`src/rtl/core/fcc_pkg.sv`:
```
// Shared types, constants and the CRC step function of the frame checker.
`default_nettype none

package fcc_pkg;

  localparam int PAYLOAD_MAX = 31;
  localparam int IDX_W       = $clog2(PAYLOAD_MAX + 1);
  localparam int LEN_W       = 5;
  localparam int CNT_W       = 6;
  localparam int POS_W       = 7;
  localparam int CFG_IDX_W   = 1;

  localparam logic [CNT_W-1:0] COUNT_MAX      = 6'd63;
  localparam logic [POS_W-1:0] FRAME_OVERHEAD = 7'd7;
  localparam logic [POS_W-1:0] PAYLOAD_START  = 7'd5;
  localparam logic [CNT_W-1:0] MIN_BYTES      = 6'd3;

  localparam logic [CNT_W-1:0] POS_HEAD0 = 6'd0;
  localparam logic [CNT_W-1:0] POS_HEAD1 = 6'd1;
  localparam logic [CNT_W-1:0] POS_INFO  = 6'd2;
  localparam logic [CNT_W-1:0] POS_CMD   = 6'd3;
  localparam logic [CNT_W-1:0] POS_SEQ   = 6'd4;

  localparam logic [15:0] CRC_INIT = 16'hFFFF;
  localparam logic [15:0] CRC_POLY = 16'h1021;
  localparam logic [15:0] CRC_MSB  = 16'h8000;

  localparam logic [7:0] HEAD_FIRST_RST  = 8'hCA;
  localparam logic [7:0] HEAD_SECOND_RST = 8'hBD;

  localparam logic [CFG_IDX_W-1:0] REG_HEAD_FIRST  = 1'b0;
  localparam logic [CFG_IDX_W-1:0] REG_HEAD_SECOND = 1'b1;

  localparam logic KIND_VERDICT = 1'b0;
  localparam logic KIND_PAYLOAD = 1'b1;

  typedef struct packed {
    logic [7:0] in_byte;
    logic       end_of_buffer;
  } in_item_t;

  typedef struct packed {
    logic             item_kind;
    logic             frame_ok;
    logic [7:0]       command;
    logic [7:0]       sequence_res;
    logic [LEN_W-1:0] payload_len;
    logic [7:0]       payload_byte;
    logic             run_last;
  } out_item_t;

  // Controller to datapath
  typedef struct packed {
    logic byte_take;
    logic verdict_load;
    logic payload_load;
  } fcc_cmd_t;

  // Datapath to controller
  typedef struct packed {
    logic frame_ok;
    logic has_payload;
    logic last_item;
  } fcc_sts_t;

  // One byte through CRC-16/CCITT-FALSE, MSB first
  function automatic logic [15:0] crc_feed(input logic [15:0] acc, input logic [7:0] b);
    logic [15:0] c;
    c = acc ^ {b, 8'h00};
    for (int k = 0; k < 8; k++) begin
      if ((c & CRC_MSB) != 16'h0000) begin
        c = (c << 1) ^ CRC_POLY;
      end else begin
        c = c << 1;
      end
    end
    return c;
  endfunction

endpackage

`default_nettype wire

```
`src/rtl/core/fcc_ctrl.sv`:
```
// Controller state machine: byte collection, verdict and payload replay sequencing.
`default_nettype none

module fcc_ctrl
  import fcc_pkg::*;
(
  input  wire logic     clk,
  input  wire logic     rst_n,
  input  wire logic     in_valid,
  input  wire logic     in_eob,
  output logic          in_ready,
  output logic          out_valid,
  input  wire logic     out_ready,
  input  wire fcc_sts_t sts,
  output fcc_cmd_t      cmd
);

  typedef enum logic [2:0] {
    ST_COLLECT = 3'b001,
    ST_EVAL    = 3'b010,
    ST_REPLAY  = 3'b100
  } state_t;

  state_t state_r, state_nxt;
  logic   out_valid_r, out_valid_nxt;
  logic   out_free;

  assign out_free  = !out_valid_r || out_ready;
  assign in_ready  = (state_r == ST_COLLECT);
  assign out_valid = out_valid_r;

  always_comb begin
    cmd.byte_take    = 1'b0;
    cmd.verdict_load = 1'b0;
    cmd.payload_load = 1'b0;
    state_nxt        = state_r;
    unique case (state_r)
      ST_COLLECT: begin
        cmd.byte_take = in_valid;
        if (in_valid && in_eob) begin
          state_nxt = ST_EVAL;
        end
      end
      ST_EVAL: begin
        // hold the verdict until the output register frees up
        if (out_free) begin
          cmd.verdict_load = 1'b1;
          state_nxt = (sts.frame_ok && sts.has_payload) ? ST_REPLAY : ST_COLLECT;
        end
      end
      ST_REPLAY: begin
        if (out_free) begin
          cmd.payload_load = 1'b1;
          if (sts.last_item) begin
            state_nxt = ST_COLLECT;
          end
        end
      end
      default: begin
        state_nxt = ST_COLLECT;
      end
    endcase
  end

  always_comb begin
    out_valid_nxt = out_valid_r;
    if (cmd.verdict_load || cmd.payload_load) begin
      out_valid_nxt = 1'b1;
    end else if (out_ready) begin
      out_valid_nxt = 1'b0;
    end
  end

  always_ff @(posedge clk) begin
    if (!rst_n) begin
      state_r     <= ST_COLLECT;
      out_valid_r <= 1'b0;
    end else begin
      state_r     <= state_nxt;
      out_valid_r <= out_valid_nxt;
    end
  end

endmodule

`default_nettype wire

```
`src/rtl/core/fcc_dpath.sv`:
```
// Datapath: header check, CRC accumulator, payload store and result register.
`default_nettype none

module fcc_dpath
  import fcc_pkg::*;
(
  input  wire logic                 clk,
  input  wire logic                 rst_n,
  input  wire logic                 cfg_we,
  input  wire logic [CFG_IDX_W-1:0] cfg_index,
  input  wire logic [7:0]           cfg_data,
  input  wire in_item_t             in_data,
  input  wire fcc_cmd_t             cmd,
  output fcc_sts_t                  sts,
  output out_item_t                 out_data
);

  logic [7:0]       head_first_r, head_second_r;
  logic [CNT_W-1:0] byte_count_r, byte_count_nxt;
  logic [15:0]      crc_acc_r, crc_acc_nxt;
  logic             header_bad_r, header_bad_nxt;
  logic [LEN_W-1:0] len_field_r, len_field_nxt;
  logic [7:0]       cmd_hold_r, cmd_hold_nxt;
  logic [7:0]       seq_hold_r, seq_hold_nxt;
  logic [7:0]       crc_lo_r, crc_lo_nxt;
  logic [7:0]       crc_hi_r, crc_hi_nxt;

  logic [7:0]       store [PAYLOAD_MAX];
  logic             st_we;
  logic [IDX_W-1:0] wr_idx;
  logic [IDX_W-1:0] rd_idx_r, rd_idx_nxt;
  logic [7:0]       rd_data_r;

  out_item_t        out_r, out_nxt;

  logic [POS_W-1:0] pos_w, len_w, wr_off;
  logic [15:0]      crc_step;
  logic             ok;

  assign pos_w    = POS_W'(byte_count_r);
  assign len_w    = POS_W'(len_field_r);
  assign wr_off   = pos_w - PAYLOAD_START;
  assign wr_idx   = wr_off[IDX_W-1:0];
  assign crc_step = crc_feed(crc_acc_r, in_data.in_byte);

  // Per-byte frame parsing
  always_comb begin
    byte_count_nxt = byte_count_r;
    crc_acc_nxt    = crc_acc_r;
    header_bad_nxt = header_bad_r;
    len_field_nxt  = len_field_r;
    cmd_hold_nxt   = cmd_hold_r;
    seq_hold_nxt   = seq_hold_r;
    crc_lo_nxt     = crc_lo_r;
    crc_hi_nxt     = crc_hi_r;
    st_we          = 1'b0;
    if (cmd.verdict_load) begin
      byte_count_nxt = '0;
      crc_acc_nxt    = CRC_INIT;
      header_bad_nxt = 1'b0;
      len_field_nxt  = '0;
      cmd_hold_nxt   = '0;
      seq_hold_nxt   = '0;
      crc_lo_nxt     = '0;
      crc_hi_nxt     = '0;
    end else if (cmd.byte_take) begin
      if (byte_count_r == POS_HEAD0) begin
        if (in_data.in_byte != head_first_r) header_bad_nxt = 1'b1;
      end else if (byte_count_r == POS_HEAD1) begin
        if (in_data.in_byte != head_second_r) header_bad_nxt = 1'b1;
      end else if (byte_count_r == POS_INFO) begin
        len_field_nxt = in_data.in_byte[7:3];
        crc_acc_nxt   = crc_step;
      end else if (byte_count_r == POS_CMD) begin
        cmd_hold_nxt = in_data.in_byte;
        crc_acc_nxt  = crc_step;
      end else if (byte_count_r == POS_SEQ) begin
        seq_hold_nxt = in_data.in_byte;
        crc_acc_nxt  = crc_step;
      end else if (pos_w < PAYLOAD_START + len_w) begin
        st_we       = (wr_off < POS_W'(PAYLOAD_MAX));
        crc_acc_nxt = crc_step;
      end else if (pos_w == PAYLOAD_START + len_w) begin
        crc_lo_nxt = in_data.in_byte;
      end else if (pos_w == PAYLOAD_START + len_w + 7'd1) begin
        crc_hi_nxt = in_data.in_byte;
      end
      if (byte_count_r < COUNT_MAX) begin
        byte_count_nxt = byte_count_r + 6'd1;
      end
    end
  end

  assign ok = (byte_count_r >= MIN_BYTES)
           && (pos_w >= FRAME_OVERHEAD + len_w)
           && !header_bad_r
           && (len_w <= POS_W'(PAYLOAD_MAX))
           && (crc_acc_r == {crc_hi_r, crc_lo_r});

  assign sts.frame_ok    = ok;
  assign sts.has_payload = (len_field_r != '0);
  assign sts.last_item   = ((POS_W'(rd_idx_r) + 7'd1) == POS_W'(out_r.payload_len));

  // Replay read pointer: restart on verdict, advance per payload transfer
  always_comb begin
    rd_idx_nxt = rd_idx_r;
    if (cmd.verdict_load) begin
      rd_idx_nxt = '0;
    end else if (cmd.payload_load) begin
      rd_idx_nxt = rd_idx_r + IDX_W'(1);
    end
  end

  always_comb begin
    out_nxt = out_r;
    if (cmd.verdict_load) begin
      out_nxt.item_kind    = KIND_VERDICT;
      out_nxt.frame_ok     = ok;
      out_nxt.command      = ok ? cmd_hold_r : 8'h00;
      out_nxt.sequence_res = ok ? seq_hold_r : 8'h00;
      out_nxt.payload_len  = ok ? len_field_r : '0;
      out_nxt.payload_byte = 8'h00;
      out_nxt.run_last     = !ok || (len_field_r == '0);
    end else if (cmd.payload_load) begin
      // command, sequence and length carry over from the verdict
      out_nxt.item_kind    = KIND_PAYLOAD;
      out_nxt.frame_ok     = 1'b1;
      out_nxt.payload_byte = rd_data_r;
      out_nxt.run_last     = sts.last_item;
    end
  end

  assign out_data = out_r;

  always_ff @(posedge clk) begin
    if (st_we) begin
      store[wr_idx] <= in_data.in_byte;
    end
    if (POS_W'(rd_idx_nxt) < POS_W'(PAYLOAD_MAX)) begin
      rd_data_r <= store[rd_idx_nxt];
    end
    out_r <= out_nxt;
  end

  always_ff @(posedge clk) begin
    if (!rst_n) begin
      head_first_r  <= HEAD_FIRST_RST;
      head_second_r <= HEAD_SECOND_RST;
      byte_count_r  <= '0;
      crc_acc_r     <= CRC_INIT;
      header_bad_r  <= 1'b0;
      len_field_r   <= '0;
      cmd_hold_r    <= '0;
      seq_hold_r    <= '0;
      crc_lo_r      <= '0;
      crc_hi_r      <= '0;
      rd_idx_r      <= '0;
    end else begin
      if (cfg_we) begin
        unique case (cfg_index)
          REG_HEAD_FIRST:  head_first_r  <= cfg_data;
          REG_HEAD_SECOND: head_second_r <= cfg_data;
          default: ;
        endcase
      end
      byte_count_r <= byte_count_nxt;
      crc_acc_r    <= crc_acc_nxt;
      header_bad_r <= header_bad_nxt;
      len_field_r  <= len_field_nxt;
      cmd_hold_r   <= cmd_hold_nxt;
      seq_hold_r   <= seq_hold_nxt;
      crc_lo_r     <= crc_lo_nxt;
      crc_hi_r     <= crc_hi_nxt;
      rd_idx_r     <= rd_idx_nxt;
    end
  end

endmodule

`default_nettype wire

```
`src/rtl/core/frame_checker_crc16_unit.sv`:
```
// Frame checker top level: CRC-16 frame validation with payload replay.
// Bytes transfer in at one per cycle while a buffer is collected (CRC folds one byte a cycle).
// After the marked byte the controller evaluates the frame and, once the output register
// is free, loads the verdict into it; for a valid frame with payload, payload bytes then
// follow one per cycle from the payload store whenever the output register is free.
// Synchronous active-low reset restores header registers to 0xCA/0xBD and clears frame state.
`default_nettype none

module frame_checker_crc16_unit
  import fcc_pkg::*;
(
  input  wire logic                 clk,
  input  wire logic                 rst_n,
  input  wire logic                 in_valid,
  output logic                      in_ready,
  input  wire in_item_t             in_data,
  output logic                      out_valid,
  input  wire logic                 out_ready,
  output out_item_t                 out_data,
  input  wire logic                 cfg_valid,
  output logic                      cfg_ready,
  input  wire logic [CFG_IDX_W-1:0] cfg_index,
  input  wire logic [7:0]           cfg_data
);

  fcc_cmd_t cmd;
  fcc_sts_t sts;

  assign cfg_ready = 1'b1;

  fcc_ctrl u_ctrl (
    .clk       (clk),
    .rst_n     (rst_n),
    .in_valid  (in_valid),
    .in_eob    (in_data.end_of_buffer),
    .in_ready  (in_ready),
    .out_valid (out_valid),
    .out_ready (out_ready),
    .sts       (sts),
    .cmd       (cmd)
  );

  fcc_dpath u_dpath (
    .clk       (clk),
    .rst_n     (rst_n),
    .cfg_we    (cfg_valid),
    .cfg_index (cfg_index),
    .cfg_data  (cfg_data),
    .in_data   (in_data),
    .cmd       (cmd),
    .sts       (sts),
    .out_data  (out_data)
  );

endmodule

`default_nettype wire
```
`config.mk`:
```
export PLATFORM = sky130hd
export DESIGN_NAME = frame_checker_crc16_unit
export DESIGN_NICKNAME = d
export VERILOG_FILES = /design/src/rtl/core/fcc_pkg.sv /design/src/rtl/core/fcc_ctrl.sv /design/src/rtl/core/fcc_dpath.sv /design/src/rtl/core/frame_checker_crc16_unit.sv
export SDC_FILE = /design/constraint.sdc
export NUM_CORES = 1
export LEC_CHECK = 0
export BUFFER_PORTS_ARGS = -buffer_cell sky130_fd_sc_hd__buf_2
export CAP_MARGIN = 15
export CORE_ASPECT_RATIO = 0.75
export CORE_MARGIN = 4
export CORE_UTILIZATION = 51
export DETAILED_ROUTE_END_ITERATION = 6
export GPL_TIMING_DRIVEN = 1
export PLACE_DENSITY = 0.7
export SLEW_MARGIN = 10
export SYNTH_ARGS = -nofsm -noshare
export SYNTH_HDL_FRONTEND = slang
export SYNTH_SLANG_ARGS = --single-unit
```
`constraint.sdc`:
```
create_clock -name clk -period 5.2 [get_ports clk]
set_input_delay 1.04 -clock clk [delete_from_list [all_inputs] [get_ports clk]]
set_output_delay 1.04 -clock clk [all_outputs]
set_load 0.02 [all_outputs]
```
==> flow_summary.toml, run 1 <==
[sta]
finalHoldWorstSlack_ns = 0.4692
grt_setup_unrepaired = "false"
tightestPinTransition_ns = 1.119
final_hold_viol_count = 0
fin_setup_tns_ns = 0
report.final.slew_viol_count = 0
fmaxAchievable_ghz = 0.2203
final-setup-viol-count = 0
period_needed_ns = 4.540
max_slew_margin_pct = 24.78
worst_clock_skew_ns = 0.02283
post-route-period-util_pct = 87.31

[drt]
drt_first_pass_iters = 6
dr_total_vias = 11360
vias_per_cell = 6.068
initialDrtViolationCount = 1590
routed_wire_length_per_instance_um = 22.61
final_antenna_net_count = 0
drc = 0
route.final.wire_length_um = 42330

[cts]
tritoncts = "done"
insertion_delay_ns = 0.54
cts.clk_slew.worst_paths_ns = 0.06
cts.root.buffer_cell = "sky130_fd_sc_hd__clkbuf_16"
total_number_of_h_tree_levels = 2
clock_sink_total = 373
cts.hold.buffers_added = 0
tritoncts.num_buffers = 37
clock_tree.buffer_depth = 3
post-cts-setup-buffers = 0
post_cts_gate_resize_count = 0

[final_layout]
final_core_utilization_pct = 57.69
number_of_diodes_added_for_antenna_fixing = 0
finish.instance_area_sq_um = 18190
final_layout_size_suffix_gt1_share_pct = 10.57
fin_cells = 1872
final_net_count = 1488
syn_to_final_growth_pct = 10.63
fill_cells = 2552

[synth]
synth_async_sr_flop_share_pct = 0
synth.ff_latch_count = 373
post_synthesis_cell_area_sq_um = 16440
synth_top_cells_by_area = "sky130_fd_sc_hd__edfxtp_1, sky130_fd_sc_hd__dfxtp_1, sky130_fd_sc_hd__nand2_1"
synth.largest_area_cell = "sky130_fd_sc_hd__edfxtp_1"
synth_top_cell_area_share_pct = 50.96
synth_cell_type_count = 70
synth_flop_cell = "sky130_fd_sc_hd__edfxtp_1"
avgSynthCellArea_sq_um = 11.62
yosys_warnings = 0
syn-num-nets = 1465
synthCells = 1415
synth_edf_count = 279
seq_area_frac_synth_pct = 62.40

[worst_setup_path]
start_kind = "flip-flop"
timing.critical_path.fanout_max = 15
cp_num_buf_inv = 1
cp_slowest_stage_delay_ns = 0.72
regToRegSetupSlack_ns = 0.66
critPathArrivalTime_ns = 4.70
critical_path_class = "flip-flop to flip-flop"
end_kind = "flip-flop"
critical_path.top_delay_family = "simple AND/OR/NAND/NOR gates"
worst-endpoint-required_ns = 5.36
cpMaxStageDelayCell = "sky130_fd_sc_hd__nor2_1"
worstPathCellList = "inv_1 > ha_1 > a21oi_4 > xor2_2 > ha_1 > a21o_1 > a21o_1 > or2_2 > nor4_1 > nand2_1 > nor2_1"

[place]
hpwlAfterDp_um = 27610
place.port_buffers = 56
placement.cell_area_sq_um = 16990
placed_cells = 1805
gp_congestion = 0.9451

[floorplanning]
die_w_um = 215.3
floorplan.initialDensity_pct = 52.15
design.portCount = 58
die-area_sq_um = 35210
rows = 56
die_extent_in_y_um = 163.5
core_sq_um = 31530

[power]
comb_power_share_pct = 4.8
power.internal_mw = 4.857
pwr_density_cell_nw_per_um2 = 341.1
p_leak_nw = 6.334
peakVddDrop_v = 0.0002104
p_switching_mw = 1.347
netSwitchingFraction_pct = 21.70
p_seq_share_pct = 52.3
pwr-share-clk_pct = 42.9

[global_routing]
track_usage_pct = 23.84
grt_remaining_overflow = 0
wire_length_of_the_first_global_routing_pass_um = 64500
grt_start_max_net_pins = 70
antenna_found_initial = 1
grt_pass1_vias = 10650

[flow_run]
drv.max_cap_violation_count = 0

[min_path]
timing.hold.worst.class = "flip-flop to flip-flop"

[status]
outcome = "completed"
==> power by group through the flow <==
stage	Sequential (mW)	Combinational [mW]	Clock (mW)
2_1_floorplan	3.30	0.189	0
5_1_grt	3.25	0.324	2.85
3_5_place_dp	3.31	0.296	0
6_report	3.24	0.297	2.66
3_3_place_gp	3.31	0.293	0
4_1_cts	3.24	0.297	2.70
==> Yosys cell counts (21+ instances only) <==
| cell | number |
|---|---|
| sky130_fd_sc_hd__clkbuf_1 | 58 |
| sky130_fd_sc_hd__a21oi_1 | 62 |
| sky130_fd_sc_hd__nand2_1 | 261 |
| sky130_fd_sc_hd__mux2i_1 | 55 |
| sky130_fd_sc_hd__xnor2_1 | 56 |
| sky130_fd_sc_hd__nand3_1 | 70 |
| sky130_fd_sc_hd__ha_1 | 27 |
| sky130_fd_sc_hd__and3_1 | 39 |
| sky130_fd_sc_hd__o21ai_0 | 21 |
| sky130_fd_sc_hd__xor2_1 | 21 |
| sky130_fd_sc_hd__a311oi_1 | 31 |
| sky130_fd_sc_hd__dfxtp_1 | 94 |
| sky130_fd_sc_hd__edfxtp_1 | 279 |
| sky130_fd_sc_hd__nor2_1 | 95 |
==> per-layer routing <==
| layer | vias to the layer above | track usage (%) | part of all wire (%) |
|---|---|---|---|
| met4 | 0 | 5.707 | 2.1 |
| met3 | 85 | 5.598 | 11 |
| li1 | 5175 | - | - |
| met2 | 600 | 34.80 | 42 |
| met1 | 5500 | 36.22 | 44 |
| met5 | - | 0 | 0 |
==> flip-flops by register name (all words and copies together) (netlist names) <==
register and count:
u_dpath.cmd_hold_r 8, u_dpath.crc_lo_r 8, u_dpath.seq_hold_r 8, u_dpath.len_field_r 5
u_dpath.header_bad_r 1, u_dpath.crc_acc_r 16, u_dpath.head_second_r 8, u_dpath.head_first_r 8
u_dpath.store 248, u_dpath.rd_data_r 8, u_dpath.crc_hi_r 8, u_dpath.byte_count_r 6
u_ctrl.state_r 3, u_ctrl.out_valid 1, u_dpath.rd_idx_r 5, u_dpath.out_data 32
==> final timing paths <==
kind / startpoint / to / cells past startpoint
hold / removal: u_dpath.crc_hi_r[1] / u_dpath.crc_hi_r[1] / 2
setup / recovery: u_dpath.len_field_r[2] / u_dpath.store[3][7] / 11
hold reg to reg: u_dpath.crc_hi_r[1] / u_dpath.crc_hi_r[1] / 2
setup reg to reg: u_dpath.len_field_r[2] / u_dpath.store[3][7] / 11
==> tightest hold or removal path, delay by kind of cell (launching register included) <==
family	cells	cell delay, ns
flip-flops	1	0.31
AND/OR/NAND/NOR	1	0.05
AO/OA/AOI/OAI	1	0.06
==> layout by cell type, fill, tap and decap left out, types with 10 or more instances in the layout <==
master / Yosys / final
sky130_fd_sc_hd__a211oi_1: 17 / 17
sky130_fd_sc_hd__a21oi_1: 62 / 62
sky130_fd_sc_hd__a221oi_1: 10 / 10
sky130_fd_sc_hd__a311oi_1: 31 / 31
sky130_fd_sc_hd__a31oi_1: 18 / 18
sky130_fd_sc_hd__and2_1: 13 / 11
sky130_fd_sc_hd__and3_1: 39 / 39
sky130_fd_sc_hd__buf_2: 19 / 56
sky130_fd_sc_hd__buf_4: 2 / 24
sky130_fd_sc_hd__clkbuf_1: 58 / 12
sky130_fd_sc_hd__clkbuf_16: 0 / 37
sky130_fd_sc_hd__dfxtp_1: 94 / 94
sky130_fd_sc_hd__edfxtp_1: 279 / 279
sky130_fd_sc_hd__ha_1: 27 / 27
sky130_fd_sc_hd__inv_1: 16 / 16
sky130_fd_sc_hd__mux2i_1: 55 / 55
sky130_fd_sc_hd__nand2_1: 261 / 260
sky130_fd_sc_hd__nand2b_1: 10 / 10
sky130_fd_sc_hd__nand3_1: 70 / 70
sky130_fd_sc_hd__nor2_1: 95 / 95
sky130_fd_sc_hd__o21ai_0: 21 / 21
sky130_fd_sc_hd__xnor2_1: 56 / 56
sky130_fd_sc_hd__xor2_1: 21 / 21
==> metrics by stage <==
step                power (mW)  setup WS, ns
global route             6.420        0.3646
finish                   6.204        0.6600
global placement         3.601        0.8348
detailed placement       3.605        0.7561
floorplan                3.490         1.641
CTS                      6.237        0.7034
==> kinds of logic (layout without fill, tap and decap cells) <==
kind of cell | count (synthesis) | after routing | synth area share (%)
mux | 55 | 55 | 3.348
flops | 373 | 373 | 62.40
other cells | 1 | 1 | 0.02281
buf+inv | 113 | 164 | 3.044
compound gates | 224 | 224 | 9.687
xor+xnor | 80 | 80 | 4.475
fa+ha+maj | 27 | 27 | 2.055
simple gates | 542 | 542 | 14.97
==> layout make-up <==
class | count | area (sq um) | area share (%)
Clock buffer | 50 | 984.7 | 5.413
Clock inverter | 17 | 211.5 | 1.162
Inverter | 17 | 63.81 | 0.3508
Multi-Input combinational cell | 929 | 5702 | 31.35
Sequential cell | 373 | 10260 | 56.40
Tap cell | 406 | 508.0 | 2.793
Timing Repair Buffer | 80 | 460.4 | 2.531
Note: power is estimated with default switching activity, not from simulation.
==> run 2: changes to the inputs <==
- CORE_UTILIZATION: 51 -> 35
- PLACE_DENSITY: 0.7 -> 0.52
==> flow_summary.toml, run 2 (same netlist as run 1, synthesis figures left out) <==
[status]
outcome = "completed"

[cts]
clock_tree.buffer_depth = 3
cts.root.buffer_cell = "sky130_fd_sc_hd__clkbuf_16"
cts.hold.buffers_added = 0
insertion_delay_ns = 0.56
tritoncts.num_buffers = 39
post-cts-setup-buffers = 0
post_cts_gate_resize_count = 0
total_number_of_h_tree_levels = 2
tritoncts = "done"
cts.clk_slew.worst_paths_ns = 0.06
clock_sink_total = 373

[final_layout]
flip_flop_count_of_the_largest_register_all_copies_and_words_added = 248
final_common_cell = "sky130_fd_sc_hd__edfxtp_1"
fin_cells = 2108
fill_cells = 4399
final_net_count = 1499
most_frequent_cells_in_the_layout = "sky130_fd_sc_hd__edfxtp_1, sky130_fd_sc_hd__nand2_1, sky130_fd_sc_hd__nor2_1, sky130_fd_sc_hd__dfxtp_1, sky130_fd_sc_hd__nand3_1"
final_layout_size_suffix_gt1_share_pct = 11.64
syn_to_final_growth_pct = 13.51
number_of_diodes_added_for_antenna_fixing = 0
regMostFlops = "u_dpath.store"
finish.instance_area_sq_um = 18660
final_core_utilization_pct = 40.40

[worst_setup_path]
cp_slowest_stage_delay_ns = 0.73
end_kind = "flip-flop"
start_kind = "flip-flop"
worstPathCellList = "ha_1 > o21ai_0 > xor2_1 > ha_1 > a21o_1 > a21o_1 > or2_2 > nor4_1 > nand2_1 > nor2_1"
worst-endpoint-required_ns = 5.38
cpMaxStageDelayCell = "sky130_fd_sc_hd__nor2_1"
timing.critical_path.fanout_max = 9
critPathArrivalTime_ns = 4.73
critical_path_class = "flip-flop to flip-flop"

[sta]
post-route-period-util_pct = 87.43
final_hold_viol_count = 0
period_needed_ns = 4.547
worst_clock_skew_ns = 0.02441
final-setup-viol-count = 0
fin_setup_tns_ns = 0
grt_setup_unrepaired = "false"
max_slew_margin_pct = 27.93
fmaxAchievable_ghz = 0.2199
report.final.slew_viol_count = 0
final.setup.worst_slack_ns = 0.6535
tightestPinTransition_ns = 1.077

[global_routing]
global_route_track_usage_on_met2_pct = 24.74
grt_remaining_overflow = 0
antenna_found_initial = 2
track_usage_pct = 17.53
met1_usage_pct = 27.42
top_usage_layer = "met1"
grt_pass1_vias = 10510
grt_start_max_net_pins = 77
wire_length_of_the_first_global_routing_pass_um = 67830
global_route.usage.met3_pct = 4.220

[place]
placed_cells = 2036
gp_congestion = 0.8299
hpwlAfterDp_um = 29910
placement.cell_area_sq_um = 17340
place.port_buffers = 56
dpl_worst_slack_ns = 0.7017

[floorplanning]
design.portCount = 58
rows = 68
floorplan.initialDensity_pct = 35.59
die_w_um = 258.3
die_extent_in_y_um = 195.7
die-area_sq_um = 50540
core_sq_um = 46200

[drt]
initialDrtViolationCount = 1089
drc = 0
route.final.wire_length_um = 45090
dr_total_vias = 11090
final_antenna_net_count = 0
vias_per_cell = 5.262
drt_first_pass_iters = 5
routed_wire_length_per_instance_um = 21.39

[power]
power.internal_mw = 5.017
comb_power_share_pct = 4.9
p_leak_nw = 6.453
peakVddDrop_v = 0.0002438
pwr-share-clk_pct = 44.5
p_switching_mw = 1.386
netSwitchingFraction_pct = 21.65
pwr_density_cell_nw_per_um2 = 343.1
p_seq_share_pct = 50.6

[flow_run]
drv.max_cap_violation_count = 0

[min_path]
timing.hold.worst.class = "flip-flop to flip-flop"
run 2: cell count changes in the layout (fill, tap and decap cells not counted):
cell,change
sky130_fd_sc_hd__buf_4,+6
sky130_fd_sc_hd__clkinv_2,+2
sky130_fd_sc_hd__buf_12,+1
sky130_fd_sc_hd__clkbuf_8,+4
sky130_fd_sc_hd__clkinv_1,-3
sky130_fd_sc_hd__clkbuf_16,+3
sky130_fd_sc_hd__clkinvlp_2,-1
sky130_fd_sc_hd__clkbuf_4,+2
sky130_fd_sc_hd__inv_4,+1
sky130_fd_sc_hd__clkbuf_1,-2
sky130_fd_sc_hd__clkinv_8,-1
sky130_fd_sc_hd__clkinv_4,-1
sky130_fd_sc_hd__buf_8,+1
run 2: worst paths after layout:
check	from	end	slack [ns]	depth (start not counted)
setup / recovery	u_dpath.len_field_r[0]	u_dpath.store[9][7]	0.65	10
hold / removal	u_dpath.out_data[31]	u_dpath.out_data[31]	0.46	2
setup reg to reg	u_dpath.len_field_r[0]	u_dpath.store[9][7]	0.65	10
hold reg to reg	u_dpath.out_data[31]	u_dpath.out_data[31]	0.46	2
run 2: cell type report:
type / instances / area [sq um] / share of cell area (%)
clock buffers: 56 / 1115 / 5.973
clock inverters: 14 / 186.4 / 0.9989
inverters: 17 / 63.81 / 0.3419
multi-input cells: 929 / 5702 / 30.55
flip-flops and latches: 373 / 10260 / 54.97
well taps: 630 / 788.3 / 4.224
repair buffers: 89 / 548.0 / 2.936
run 2: power groups by stage:
| stage | logic, mW | clock network, mW | registers (mW) |
|---|---|---|---|
| after floorplan | 0.189 | 0 | 3.30 |
| after global placement | 0.316 | 0 | 3.31 |
| after detailed placement | 0.313 | 0 | 3.31 |
| after CTS | 0.314 | 2.91 | 3.24 |
| after global routing | 0.346 | 3.03 | 3.24 |
| final | 0.312 | 2.85 | 3.24 |
run 2: metrics by stage:
step | hold WS, ns | power, mW
detailed placement | 0.4615 | 3.619
CTS | 0.4711 | 6.462
floorplan | 0.4288 | 3.490
global route | 0.4859 | 6.616
global placement | 0.4476 | 3.621
finish | 0.4569 | 6.403
run 2: layer usage:
| layer | routed length, um | part of all wire [%] | vias up |
|---|---|---|---|
| li1 | - | - | 5205 |
| met1 | 22210 | 49 | 5449 |
| met2 | 18600 | 41 | 385 |
| met3 | 3691 | 8.2 | 53 |
| met4 | 591 | 1.3 | 0 |
| met5 | 0 | 0 | - |
run 2: worst max-delay path, delay by kind of cell, from the launching register on:
kind                       cells  cell delay [ns]
adders and majority gates      2             0.70
AOI/OAI and AO/OA              3             0.49
DFF                            1             0.53
and+or+nand+nor                4             2.21
xor gates and xnor gates       1             0.26
